[src/design/fcsg_pkg.sv]
// Shared widths and controller/datapath handshake types for the span generator.
`default_nettype none
package fcsg_pkg;
	localparam int COORD_W  = 11;
	localparam int RADIUS_W = 5;
	localparam int SPAN_W   = 12;

	typedef struct packed {
		logic load;
		logic step;
	} fcsg_cmd_t;

	typedef struct packed {
		logic done;
	} fcsg_stat_t;
endpackage
`default_nettype wire

[src/design/filled_circle_span_generator.sv]
// Top level of the filled circle span generator: controller plus datapath.
//
//   channel   direction   handshake             payload
//   circle    in          start && !busy        center_x, center_y, circle_radius
//   span      out         valid (one cycle)     span_left_x, span_right_x,
//                                               lower_row_y, upper_row_y, last_span
//
// A circle of radius r yields between r + 1 and 2r + 1 spans, one per cycle, set by
// the single-step walk loop in the datapath. busy rises the cycle after start and
// falls with the last step, so a circle occupies its load cycle plus one step per span.
// Each span is registered from its step, and the next circle may be started
// while the last span is still showing. The receiver cannot stall the outputs.
// Reset (arst_n low) returns the controller to idle and clears valid.
`default_nettype none
module filled_circle_span_generator
	import fcsg_pkg::*;
#(
	parameter int MAX_RADIUS = 31
) (
	input  wire logic                clk,
	input  wire logic                arst_n,
	input  wire logic                start,
	output logic                     busy,
	input  wire logic [COORD_W-1:0]  center_x,
	input  wire logic [COORD_W-1:0]  center_y,
	input  wire logic [RADIUS_W-1:0] circle_radius,
	output logic                     valid,
	output logic signed [SPAN_W-1:0] span_left_x,
	output logic [SPAN_W-1:0]        span_right_x,
	output logic [SPAN_W-1:0]        lower_row_y,
	output logic signed [SPAN_W-1:0] upper_row_y,
	output logic                     last_span
);
	fcsg_cmd_t  cmd;
	fcsg_stat_t stat;

	fcsg_ctrl u_ctrl (
		.clk    (clk),
		.arst_n (arst_n),
		.start  (start),
		.stat   (stat),
		.cmd    (cmd),
		.busy   (busy)
	);

	fcsg_dp #(
		.MAX_RADIUS (MAX_RADIUS)
	) u_dp (
		.clk           (clk),
		.arst_n        (arst_n),
		.cmd           (cmd),
		.stat          (stat),
		.center_x      (center_x),
		.center_y      (center_y),
		.circle_radius (circle_radius),
		.valid         (valid),
		.span_left_x   (span_left_x),
		.span_right_x  (span_right_x),
		.lower_row_y   (lower_row_y),
		.upper_row_y   (upper_row_y),
		.last_span     (last_span)
	);
endmodule
`default_nettype wire

[src/design/fcsg_ctrl.sv]
// Controller: idle/walk sequencing of one circle at a time.
`default_nettype none
module fcsg_ctrl
	import fcsg_pkg::*;
(
	input  wire logic       clk,
	input  wire logic       arst_n,
	input  wire logic       start,
	input  wire fcsg_stat_t stat,
	output fcsg_cmd_t       cmd,
	output logic            busy
);
	typedef enum logic {ST_IDLE, ST_WALK} state_t;

	state_t state_q;

	always_ff @(posedge clk or negedge arst_n) begin
		if (!arst_n) begin
			state_q <= ST_IDLE;
		end else begin
			case (state_q)
				ST_IDLE: begin
					if (start) state_q <= ST_WALK;
				end
				ST_WALK: begin
					if (stat.done) state_q <= ST_IDLE;
				end
				default: state_q <= ST_IDLE;
			endcase
		end
	end

	assign busy     = (state_q == ST_WALK);
	assign cmd.load = (state_q == ST_IDLE) && start;
	assign cmd.step = (state_q == ST_WALK);
endmodule
`default_nettype wire

[src/design/fcsg_dp.sv]
// Datapath: walk terms, step arithmetic and the registered span outputs.
`default_nettype none
module fcsg_dp
	import fcsg_pkg::*;
#(
	parameter int MAX_RADIUS = 31
) (
	input  wire logic                    clk,
	input  wire logic                    arst_n,
	input  wire fcsg_cmd_t               cmd,
	output fcsg_stat_t                   stat,
	input  wire logic [COORD_W-1:0]      center_x,
	input  wire logic [COORD_W-1:0]      center_y,
	input  wire logic [RADIUS_W-1:0]     circle_radius,
	output logic                         valid,
	output logic signed [SPAN_W-1:0]     span_left_x,
	output logic [SPAN_W-1:0]            span_right_x,
	output logic [SPAN_W-1:0]            lower_row_y,
	output logic signed [SPAN_W-1:0]     upper_row_y,
	output logic                         last_span
);
	localparam int RW       = $clog2(MAX_RADIUS + 1);
	localparam int XW       = RW + 2;
	localparam int YW       = RW + 1;
	localparam int EW       = RW + 5;
	localparam int SPAN_CAP = 2 * MAX_RADIUS + 1;
	localparam int CW       = $clog2(SPAN_CAP + 1);
	localparam logic [RADIUS_W-1:0] MAX_R = RADIUS_W'(MAX_RADIUS);

	logic signed [XW-1:0] walk_x_q;
	logic [YW-1:0]        walk_y_q;
	logic signed [EW-1:0] err_q;
	logic [CW-1:0]        cnt_q;
	logic [COORD_W-1:0]   cx_q;
	logic [COORD_W-1:0]   cy_q;

	logic [RADIUS_W-1:0]  r_sat;
	logic [RW-1:0]        r_n;
	logic signed [EW-1:0] x_e, y_e, y1_e, x1_e, err1, err2;
	logic [YW-1:0]        y1;
	logic signed [XW-1:0] x1;
	logic                 y_step, x_step;
	logic [CW-1:0]        cnt_nx;
	logic                 done;
	logic [SPAN_W-1:0]    x_span, y_span, cx_span, cy_span;

	assign r_sat = (circle_radius > MAX_R) ? MAX_R : circle_radius;
	assign r_n   = r_sat[RW-1:0];

	// One walk step: the y update first, then the x test uses the updated error.
	always_comb begin
		x_e    = {{(EW-XW){walk_x_q[XW-1]}}, walk_x_q};
		y_e    = {{(EW-YW){1'b0}}, walk_y_q};
		y_step = (err_q <= y_e);
		y1     = y_step ? walk_y_q + YW'(1) : walk_y_q;
		y1_e   = {{(EW-YW){1'b0}}, y1};
		err1   = y_step ? err_q + {y1_e[EW-2:0], 1'b1} : err_q;
		x_step = (err1 > x_e) || (err1 > y1_e);
		x1     = x_step ? walk_x_q + XW'(1) : walk_x_q;
		x1_e   = {{(EW-XW){x1[XW-1]}}, x1};
		err2   = x_step ? err1 + {x1_e[EW-2:0], 1'b1} : err1;
		cnt_nx = cnt_q + CW'(1);
		done   = (x1 > XW'(0)) || (cnt_nx >= CW'(SPAN_CAP));
	end

	assign stat.done = done;

	assign x_span  = {{(SPAN_W-XW){walk_x_q[XW-1]}}, walk_x_q};
	assign y_span  = {{(SPAN_W-YW){1'b0}}, walk_y_q};
	assign cx_span = {{(SPAN_W-COORD_W){1'b0}}, cx_q};
	assign cy_span = {{(SPAN_W-COORD_W){1'b0}}, cy_q};

	always_ff @(posedge clk or negedge arst_n) begin
		if (!arst_n) begin
			cx_q         <= '0;
			cy_q         <= '0;
			walk_x_q     <= '0;
			walk_y_q     <= '0;
			err_q        <= '0;
			cnt_q        <= '0;
			span_left_x  <= '0;
			span_right_x <= '0;
			lower_row_y  <= '0;
			upper_row_y  <= '0;
			last_span    <= 1'b0;
		end else begin
			if (cmd.load) begin
				cx_q     <= center_x;
				cy_q     <= center_y;
				walk_x_q <= XW'(0) - {{(XW-RW){1'b0}}, r_n};
				walk_y_q <= '0;
				err_q    <= EW'(2) - {{(EW-RW-1){1'b0}}, r_n, 1'b0};
				cnt_q    <= '0;
			end else if (cmd.step) begin
				walk_x_q <= x1;
				walk_y_q <= y1;
				err_q    <= err2;
				cnt_q    <= cnt_nx;
			end
			if (cmd.step) begin
				span_left_x  <= cx_span + x_span;
				span_right_x <= cx_span - x_span;
				lower_row_y  <= cy_span + y_span;
				upper_row_y  <= cy_span - y_span;
				last_span    <= done;
			end
		end
	end

	always_ff @(posedge clk or negedge arst_n) begin
		if (!arst_n) begin
			valid <= 1'b0;
		end else begin
			valid <= cmd.step;
		end
	end
endmodule
`default_nettype wire
[config.mk]
export PLATFORM = sky130hd
export DESIGN_NAME = filled_circle_span_generator
export DESIGN_NICKNAME = d
export VERILOG_FILES = /design/src/design/fcsg_pkg.sv /design/src/design/filled_circle_span_generator.sv /design/src/design/fcsg_ctrl.sv /design/src/design/fcsg_dp.sv
export SDC_FILE = /design/constraint.sdc
export NUM_CORES = 1
export LEC_CHECK = 0
export BUFFER_PORTS_ARGS = -buffer_cell sky130_fd_sc_hd__buf_2
export CAP_MARGIN = 5
export CELL_PAD_IN_SITES_DETAIL_PLACEMENT = 1
export CELL_PAD_IN_SITES_GLOBAL_PLACEMENT = 1
export CORE_ASPECT_RATIO = 1.1
export CORE_UTILIZATION = 33
export CTS_CLUSTER_SIZE = 30
export DETAILED_ROUTE_END_ITERATION = 16
export PLACE_DENSITY = 0.66
export SKIP_LAST_GASP = 1
export SYNTH_ARGS = -nofsm -noshare
export SYNTH_HDL_FRONTEND = slang
export SYNTH_HIERARCHICAL = 1
export SYNTH_SLANG_ARGS = --single-unit
export TNS_END_PERCENT = 100
[constraint.sdc]
create_clock -name clk -period 7.6 [get_ports clk]
set_input_delay 0.76 -clock clk [delete_from_list [all_inputs] [get_ports clk]]
set_output_delay 0.76 -clock clk [all_outputs]
set_load 0.01 [all_outputs]
Word level (Yosys, flattened, before mapping)

Index checks and enable logic that the tools add are counted.

Bits in registers: 102
Output and inout bits: 51
Memories: 0
Latch bits: 0
RAM bits: 0
Logic and storage cells: 51
Bits in read-only memories: 0

$add $sub $neg: 11
Bitwise gates (word level): 1
Shifts and indexed selects: 0
Div/mod/pow operators: 0
Multiply operators: 0
Equality and inequality tests: 0
Muxes and demuxes: 16
Reductions and logical operators: 4
Order comparisons: 6

Operators by type and width:

| cell                                                          | number |
|---|---|
| two-way mux 10 bit                                            | 4 |
| two-way mux 6 bit                                             | 5 |
| two-way mux 7 bit                                             | 3 |
| greater-than comparator 10 x 7 -> 1 bit                       | 2 |
| adder 11 x 12 -> 12 bit                                       | 1 |
| adder 11 x 6 -> 12 bit                                        | 1 |
| adder 6 x 1 -> 6 bit, second input constant                   | 2 |
| subtractor 11 x 12 -> 12 bit                                  | 1 |
| subtractor 11 x 6 -> 12 bit                                   | 1 |
| adder 10 bit                                                  | 1 |
| adder 10 x 7 -> 10 bit                                        | 1 |
| <= comparator 10 x 7 -> 1 bit                                 | 1 |
| adder 7 x 2 -> 7 bit, second input constant                   | 1 |
| greater-than comparator 7 x 1 -> 1 bit, second input constant | 1 |
| subtractor 2 x 6 -> 7 bit, first input constant               | 1 |
| greater-or-equal comparator 6 bit, second input constant      | 1 |
| subtractor 1 x 5 -> 6 bit, first input constant               | 1 |
| greater-than comparator 5 bit, second input constant          | 1 |
| two-way mux 5 bit                                             | 1 |
| logical OR 1 bit                                              | 2 |
| two-way mux 1 bit                                             | 2 |
| case mux 1 bit (2 select lines)                               | 1 |
| nonzero test 2 bit                                            | 1 |
| logical AND 1 bit                                             | 1 |
| inverter 1 bit                                                | 1 |

Depth between registers and ports, before layout

Gate-level depths: netlist of the first run.

Word-level depth: 11
Mapped depth: 39
Gate-level depth less buffers: 34

By module

The synthesis of the first run kept the hierarchy.

Modules (own cells, without submodules):

| module    | cells each | seq. area each (µm²) | instances | area each (µm²) |
|---|---|---|---|---|
| fcsg_dp   | 807        | 2477.4               | 1         | 7257.0 |
| fcsg_ctrl | 5          | 25.0                 | 1         | 47.5 |

Worst setup path before layout of the first run

OpenSTA, ideal clock, no wires.

Kind: register to register
From: register u_dp.walk_y_q[1]
To: register u_dp.err_q[8]
Clock period less this slack: 7624 ps
Arrival time: 7548 ps
Slack: -24 ps
Library setup time: 76 ps
Required time: 7524 ps
Cell stages (with the launch flop): 38
Path through: dfrtp_1 > inv_1 > ha_1 > nor2b_1 > o21ai_0 > a31o_1 > buf_6 > clkbuf_1 > nand2_1 > xnor2_1 > ha_1 > and3_1 > a221oi_1 > a21oi_1 > and3_1 > or2_2 > ha_1 > nand2_1 > (+2 left out) > or3_1 > or4_4 > o21ai_4 > buf_6 > buf_6 > xnor2_1 > inv_1 > fa_1 > nor2b_1 > o21ai_0 > a21boi_0 > o21ai_0 > a21boi_0 > o21ai_0 > nor3b_1 > o311ai_1 > o21ai_1 > o21ai_1

Longest elaborated chain between the ends: 11
Elaborated cells on any way between the ends: 13
Classes of those cells: 3 x add/sub; 3 x order compare; 6 x mux; 1 x reduce/logical

RTL lines:

| item                                                                  | line                         | source |
|---|---|---|
| start: declaration                                                    | fcsg_dp.sv:31                | `logic [YW-1:0] walk_y_q;` |
| start signal: assignment                                              | fcsg_dp.sv:96                | `walk_y_q <= y1;` |
| <= comparator 10 x 7 -> 1 bit or adder 6 x 1 -> 6 bit (tied branches) | fcsg_dp.sv:54, fcsg_dp.sv:55 |  |
| two-way mux 6 bit                                                     | fcsg_dp.sv:55                | `y1 = y_step ? walk_y_q + YW'(1) : walk_y_q;` |
| adder 10 x 7 -> 10 bit                                                | fcsg_dp.sv:57                | `err1 = y_step ? err_q + {y1_e[EW-2:0], 1'b1} : err_q;` |
| two-way mux 10 bit                                                    | fcsg_dp.sv:57                |  |
| greater-than comparator 10 x 7 -> 1 bit                               | fcsg_dp.sv:58                | `x_step = (err1 > x_e) \|\| (err1 > y1_e);` |
| logical OR 1 bit                                                      | fcsg_dp.sv:58                |  |
| two-way mux 7 bit                                                     | fcsg_dp.sv:59                | `x1 = x_step ? walk_x_q + XW'(1) : walk_x_q;` |
| adder 10 bit                                                          | fcsg_dp.sv:61                | `err2 = x_step ? err1 + {x1_e[EW-2:0], 1'b1} : err1;` |
| two-way mux 10 bit (*)                                                | fcsg_dp.sv:61                |  |
| two-way mux 10 bit (*)                                                | fcsg_dp.sv:94                | `end else if (cmd.step) begin` |
| two-way mux 10 bit (*)                                                | fcsg_dp.sv:87                | `if (cmd.load) begin` |
| end signal: assignment                                                | fcsg_dp.sv:92                | `err_q <= EW'(2) - {{(EW-RW-1){1'b0}}, r_n, 1'b0};` |
| end signal: assignment                                                | fcsg_dp.sv:97                | `err_q <= err2;` |
| end: declaration                                                      | fcsg_dp.sv:32                | `logic signed [EW-1:0] err_q;` |

Mark *: on every way between the ends. The rest lies on a longest branch, timed or not. The select of a mux whose other input is x is not followed.
A chain may end at the register's enable or synchronous reset.

Worst setup path in the final report of the first run

From: register u_dp.walk_y_q[3]
To: register u_dp.err_q[8]

Same word-level chain as after synthesis.

==> out/results.env, run 1 <==
STATUS='complete, no violations'
SETUP.WORST_PATH.CLASS='flop to flop'
GRT_OVERFLOW_TOTAL=0
MET3_WIRELENGTH_UM=658
CLOCK_SINK_COUNT=100
SYN_INST=812
GP_ROUTABILITY_CONGESTION=0.8620
SKEW_PS=6.413
TRACK_USAGE_PCT=18.86
DRIVE_GT1_SHARE_PCT=20.51
FINAL_COMMON_CELL='sky130_fd_sc_hd__dfrtp_1'
IO_BUFFERS=80
CP_MAX_DELAY_CELL='sky130_fd_sc_hd__or4_4'
DR.MAX_LAYER_USED='met4'
CTSHOLDBUFFERS=0
DETAIL_ROUTE.VIAS_PER_CELL=5.023
CP.REQUIRED_PS=7880
CLOCKROOTBUFFER='sky130_fd_sc_hd__clkbuf_16'
YS_ASYNC_SR_FRACTION_PCT=100.0
GRT_ANTENNA_BEFORE_REPAIR=0
DETAIL_ROUTE.WL_PER_CELL_UM=16.94
PERIOD_MINUS_SLACK_PS=7202
NUMBER_OF_WARNINGS_REPORTED_IN_THE_YOSYS_SYNTHESIS_LOG=6
IO-PIN-COUNT=81
WORST_MAX_SLEW_MARGIN_EXPRESSED_RELATIVE_TO_THE_LIMIT_PCT=36.62
GRT_FIRST_PASS_WIRELENGTH_UM=33200
CLOCK_INSERTION_DELAY_WORST_SKEW_PS=350
POSTSYNTHNETCOUNT=924
YOSYSSEQAREASHARE_PCT=34.26
DIE_WIDTH_UM=143.9
NETS_FINISH=1010
WL_MET1_UM=9694
NUMBER_OF_SETUP_VIOLATIONS_IN_THE_FINAL_REPORT=0
HPWL_UM=15580
LAYOUTNONFILLERINSTCOUNT=1192
CP_DATA_ARRIVAL_TIME_PS=7480
DRT_ITER0_MARKERS=190
ROUTED-WL-MET2_UM=9390
VIAS=5988
INITIAL_CORE_UTIL_PCT=33.96
CLK_PATH_BUF_DEPTH=2
GRT_START_MAX_NET_PINS=75
SYNTHFLOPTYPE='sky130_fd_sc_hd__dfrtp_1'
PLACEDCELLCOUNT=1172
AVGSYNTHCELLAREA_UM2=8.996
WORST-PATH-MAX-FANOUT=5
CORE_REGION_AREA_MM2=0.02151
ROWS=56
MAXSLEWVIOLCOUNT=0
POST-ROUTE-DRC-COUNT=0
ANTENNA-DIODE-COUNT=0
WORST_PIN_SLEW_PS=950.7
PATH_CLK_SLEW_PS=70
FMAX_MHz=138.9
CLOCK_TREE.HTREE_LEVEL_COUNT=3
CTS_TREE='built'
GRT_PASS1_VIAS=6297
SYN_TO_FINAL_GROWTH_PCT=17.32
CP-END-KIND='flop'
CRITPATHMAXSTAGEDELAY_PS=450
SYN-CELL-AREA_MM2=0.007305
DIEAREA_MM2=0.02273
MAX-CAP-VIOLATIONS=0
FINAL_CELL_MIX='sky130_fd_sc_hd__dfrtp_1 (99), sky130_fd_sc_hd__nor2_1 (84), sky130_fd_sc_hd__buf_2 (79)'
PERIOD_SHARE_PCT=94.76
FP.DIEH_UM=158.0
ROUTE.ANTENNA.REMAINING_NETS=0
DRT-PASS1-ITER-COUNT=6
SYNTH_ENABLE_FLOP_CELLS=0
POSTSYNTHREGISTERBITS=100
WORSTHOLDPATHTYPE='input pin to async pin'
ENDPOINTS_FAILING_HOLD=0
CP_COMMON_CELL='sky130_fd_sc_hd__o21ai_1'
STARTPOINT_TYPE='flop'
WL_UM=20190
CTS_BUFFERS=9
FINAL.FILL_COUNT=2546
SYNTH.DISTINCT_CELLS=65
-- stage by stage --
| stage | setup WS, ps | TNS (ps) | util (%) | hold slack (ps) | area (µm²) |
|---|---|---|---|---|---|
| detailed placement | -93.77 | -168.7 | 37.70 | 468.3 | 8110 |
| finish | 398.3 | 0 | 39.84 | 314.3 | 8569 |
| global placement | 246.1 | 0 | 37.70 | 463.0 | 8110 |
| floorplan | 31.95 | 0 | - | 464.4 | 7305 |
| global route | -18.83 | -29.49 | 39.84 | 332.2 | 8569 |
| CTS | 10.30 | 0 | 39.06 | 316.7 | 8402 |
-- critical path, delay by kind of cell, from the launching register on --
family	cells	cell delay [ps]
XOR/XNOR	1	150
adder cells (fa/ha/maj)	4	1280
flip-flops	1	410
AO/OA/AOI/OAI	16	2870
buffers and inverters	1	80
AND/OR/NAND/NOR	8	1970
multiplexers	1	360
-- state kept, by name, indices dropped and copies added (netlist names) --
signal	count
u_dp/upper_row_y	11
u_dp/cx_q	11
u_ctrl/busy	1
u_dp/walk_x_q	7
u_dp/lower_row_y	12
u_dp/span_right_x	12
u_dp/walk_y_q	6
u_dp/valid	1
u_dp/cy_q	11
u_dp/last_span	1
u_dp/cnt_q	6
u_dp/err_q	10
u_dp/span_left_x	11
-- kinds of logic (layout without fill, tap and decap cells) --
logic type               after synthesis  count (layout)  synth area share (%)
AO/OA/AOI/OAI                        196             196                 17.10
XOR/XNOR                              72              72                 8.633
adder cells (fa/ha/maj)               82              82                 14.66
buffers and inverters                101             191                 5.687
flip-flops                           100             100                 34.26
multiplexers                          32              32                 4.813
AND/OR/NAND/NOR                      229             229                 14.85
-- final timing paths --
check / startpoint / to / slack, ps / cells after the start
worst min register to register: u_dp/span_right_x[6] / u_dp/span_right_x[6] / 480 / 1
max in group asynchronous: arst_n / u_ctrl/busy / 5960 / 2
worst min-delay path: arst_n / u_dp/lower_row_y[1] / 310 / 1
min in group clk: u_dp/span_right_x[6] / u_dp/span_right_x[6] / 480 / 1
worst max-delay path: u_dp/walk_y_q[3] / u_dp/err_q[8] / 400 / 31
worst max register to register: u_dp/walk_y_q[3] / u_dp/err_q[8] / 400 / 31
-- repair_timing --
item,in CTS,in global routing
setup endpoints to repair,5,7
gates resized for setup,5,29
hold endpoints to repair,0,0
pin swaps,0,12
buffers inserted,0,5
-- synth_stat cells, drive strengths merged, types with 5 or more instances --
master	count	area, µm²
nor2	87	331.6
mux2	25	281.5
a31oi	6	43.79
or3	7	43.79
o21ai	48	251.5
o21a	7	52.55
clkbuf	25	93.84
o31ai	10	75.07
nand2	54	202.7
and3	8	50.05
mux2i	7	70.07
nand3	13	65.06
inv	63	236.5
a21o	12	90.09
buf	13	85.08
a21boi	6	45.04
xor2	13	113.9
nor4	8	56.30
nor2b	10	62.56
a211oi	9	72.57
nand2b	5	31.28
nand4	9	56.30
fa	6	120.1
xnor2	59	516.8
a21oi	60	300.3
o21bai	12	90.09
ha	76	950.9
nor3	12	60.06
dfrtp	100	2502
-- layer usage --
layer	track usage, %	vias to the layer above
met3	2.208	22
met2	31.10	92
met1	25.32	2903
met4	6.586	0
met5	0	-
li1	-	2971
-- area by class of cell --
type	count	area (µm²)	share of cell area, %
clock buffer	12	246.5	2.876
clock inverter	3	21.27	0.2482
inverter	63	236.5	2.760
multi-input combinational	611	4541	52.99
sequential	100	2504	29.22
tap	290	362.8	4.234
timing repair buffer	113	658.1	7.680
Power of run 1 is left out: the tool's default activity adds up to more than one toggle a clock period on the data nets, which glitch-free logic cannot reach.
==> inputs of run 2 (changes only) <==
--- a/config.mk
+++ b/config.mk
@@ -10,10 +10,10 @@
 export CELL_PAD_IN_SITES_DETAIL_PLACEMENT = 1
 export CELL_PAD_IN_SITES_GLOBAL_PLACEMENT = 1
 export CORE_ASPECT_RATIO = 1.1
-export CORE_UTILIZATION = 33
+export CORE_UTILIZATION = 41
 export CTS_CLUSTER_SIZE = 30
 export DETAILED_ROUTE_END_ITERATION = 16
-export PLACE_DENSITY = 0.66
+export PLACE_DENSITY = 0.79
 export SKIP_LAST_GASP = 1
 export SYNTH_ARGS = -nofsm -noshare
 export SYNTH_HDL_FRONTEND = slang
==> run 2 against run 1 <==
Non-clock buffer count is 2 higher. Final cell count down 4.4%. Clock skew is 2.0 ps higher. Worst setup slack worse by 260 ps. Clock-buffer cell count stayed put. Via count increased by 2.8%. Critical path depth rose by 1.
==> out/results.env, run 2 (same netlist as run 1, synthesis figures left out) <==
DETAIL_ROUTE.VIAS_PER_CELL=5.404  # was 5.023
LAYOUTNONFILLERINSTCOUNT=1139  # was 1192
ROWS=50  # was 56
FMAX_MHz=134.0  # was 138.9 MHz
CLK_PATH_BUF_DEPTH=2  # unchanged
WORST_PIN_SLEW_PS=911.4  # was 950.7 ps
CTS_TREE='built'  # unchanged
GRT_OVERFLOW_TOTAL=0  # unchanged
SETUP.WORST_PATH.CLASS='flop to flop'  # unchanged
NETS_FINISH=1012  # was 1010
CLOCK_TREE.HTREE_LEVEL_COUNT=3  # unchanged
CP-END-KIND='flop'  # unchanged
WORST_MAX_SLEW_MARGIN_EXPRESSED_RELATIVE_TO_THE_LIMIT_PCT=39.24  # was 36.62%
SEQUENTIAL_CELL_AREA_MM2=0.002505  # was 0.002504 mm²
DIEAREA_MM2=0.01835  # was 0.02273 mm²
DIE_WIDTH_UM=129.3  # was 143.9 µm
CLOCK_SINK_COUNT=100  # unchanged
PERIOD_SHARE_PCT=98.17  # was 94.76%
CRITICAL-PATH-TOP-DELAY-FAMILY='simple AND/OR/NAND/NOR gates'  # was compound AO/OA/AOI/OAI gates
FINAL_CELL_MIX='sky130_fd_sc_hd__dfrtp_1 (98), sky130_fd_sc_hd__nor2_1 (84), sky130_fd_sc_hd__buf_2 (79)'  # was sky130_fd_sc_hd__dfrtp_1 (99), sky130_fd_sc_hd__nor2_1 (84), sky130_fd_sc_hd__buf_2 (79)
FINAL_COMMON_CELL='sky130_fd_sc_hd__dfrtp_1'  # unchanged
ROUTE.ANTENNA.REMAINING_NETS=0  # unchanged
GRT_START_MAX_NET_PINS=72  # was 75
CLOCK_INSERTION_DELAY_WORST_SKEW_PS=350  # about the same
GRT_ANTENNA_BEFORE_REPAIR=0  # unchanged
CP_MAX_DELAY_CELL='sky130_fd_sc_hd__or4_4'  # unchanged
DRT_ITER0_MARKERS=327  # was 190
SYN_TO_FINAL_GROWTH_PCT=17.21  # was 17.32%
INITIAL_CORE_UTIL_PCT=42.46  # was 33.96%
DETAIL_ROUTE.WL_PER_CELL_UM=18.20  # was 16.94 µm
REG_TOP3='u_dp/lower_row_y (12), u_dp/span_right_x (12)'  # unchanged
GRT_FIRST_PASS_WIRELENGTH_UM=32890  # was 33200 µm
CP_DATA_ARRIVAL_TIME_PS=7690  # was 7480 ps
FP.DIEH_UM=142.0  # was 158.0 µm
CRITICAL_PATH_BUF_INV_COUNT=3  # was 1
FINAL.FILL_COUNT=2053  # was 2546
FINALSETUPTNS_PS=0  # unchanged
TRACK_USAGE_PCT=22.95  # was 18.86%
IO-PIN-COUNT=81  # unchanged
WORSTHOLDPATHTYPE='input pin to async pin'  # unchanged
CP.REQUIRED_PS=7830  # was 7880 ps
STARTPOINT_TYPE='flop'  # unchanged
CORE_REGION_AREA_MM2=0.01720  # was 0.02151 mm²
HPWL_UM=14880  # was 15580 µm
MULTI_INPUT_AREA_MM2=0.004543  # was 0.004541 mm²
GRT_PASS1_VIAS=6328  # was 6297
DRT-PASS1-ITER-COUNT=4  # was 6
MAX-CAP-VIOLATIONS=0  # unchanged
STATUS='complete, no violations'  # unchanged
ENDPOINTS_FAILING_HOLD=0  # unchanged
DRIVE_GT1_SHARE_PCT=21.33  # was 20.51%
POST-ROUTE-DRC-COUNT=0  # unchanged
SKEW_PS=8.404  # was 6.413 ps
WL_UM=20730  # was 20190 µm
MAXSLEWVIOLCOUNT=0  # unchanged
CTS_BUFFERS=9  # unchanged
CLOCKROOTBUFFER='sky130_fd_sc_hd__clkbuf_16'  # unchanged
VIAS=6155  # was 5988
WORST-PATH-MAX-FANOUT=5  # unchanged
CP_COMMON_CELL='sky130_fd_sc_hd__ha_1'  # was sky130_fd_sc_hd__o21ai_1
ANTENNA-DIODE-COUNT=0  # unchanged
NUMBER_OF_SETUP_VIOLATIONS_IN_THE_FINAL_REPORT=0  # unchanged
PATH_CLK_SLEW_PS=70  # about the same
GP_ROUTABILITY_CONGESTION=0.8864  # was 0.8620
IO_BUFFERS=80  # unchanged
CRITPATHMAXSTAGEDELAY_PS=450  # about the same
PLACEDCELLCOUNT=1114  # was 1172
PERIOD_MINUS_SLACK_PS=7461  # was 7202 ps
run 2: what timing repair did:
action	4_1_cts	5_1_grt
setup buffers	0	9
hold buffers	0	0
gates cloned	0	0
pin swaps	0	13
resized for setup	4	31
endpoints found under the hold margin	0	0
setup endpoints to repair	2	6
run 2: metal layers:
metal	GRT usage, %	share of wire, %	wire (µm)	vias to the layer above
met1	29.40	44	9206	3036
met5	0	0	0	-
met3	3.120	3.2	668	22
li1	-	-	-	2986
met4	6.997	1.8	371	0
met2	39.84	51	10490	111
run 2: cell type report:
class,instances,share of cell area (%)
Clock buffer,12,2.996
Sequential cell,100,29.26
Multi-Input combinational cell,611,53.06
Timing Repair Buffer,115,7.862
Inverter,63,2.762
Clock inverter,4,0.6430
Tap cell,234,3.420
run 2: worst paths after layout:
kind | start | to | slack (ps) | cells past startpoint
min in group clk | u_dp/span_right_x[6] | u_dp/span_right_x[6] | 480 | 1
worst max-delay path | u_dp/walk_y_q[5] | u_dp/err_q[9] | 140 | 32
worst min register to register | u_dp/span_right_x[6] | u_dp/span_right_x[6] | 480 | 1
worst min-delay path | arst_n | u_dp/upper_row_y[3] | 340 | 1
max in group asynchronous | arst_n | u_dp/walk_x_q[6] | 6000 | 2
worst max register to register | u_dp/walk_y_q[5] | u_dp/err_q[9] | 140 | 32
run 2: metrics by stage:
step                      setup slack [ps]  instance area, µm²  hold WS (ps)  utilization, %
after floorplan                      31.95                7305         464.4               -
after global placement               194.9                8025         460.2           46.65
after detailed placement            -146.0                8025         468.5           46.65
after CTS                            21.56                8356         342.9           48.57
after global routing                -118.1                8562         364.2           49.77
final                                138.9                8562         340.0           49.77
Power of run 2 is left out for the same reason.
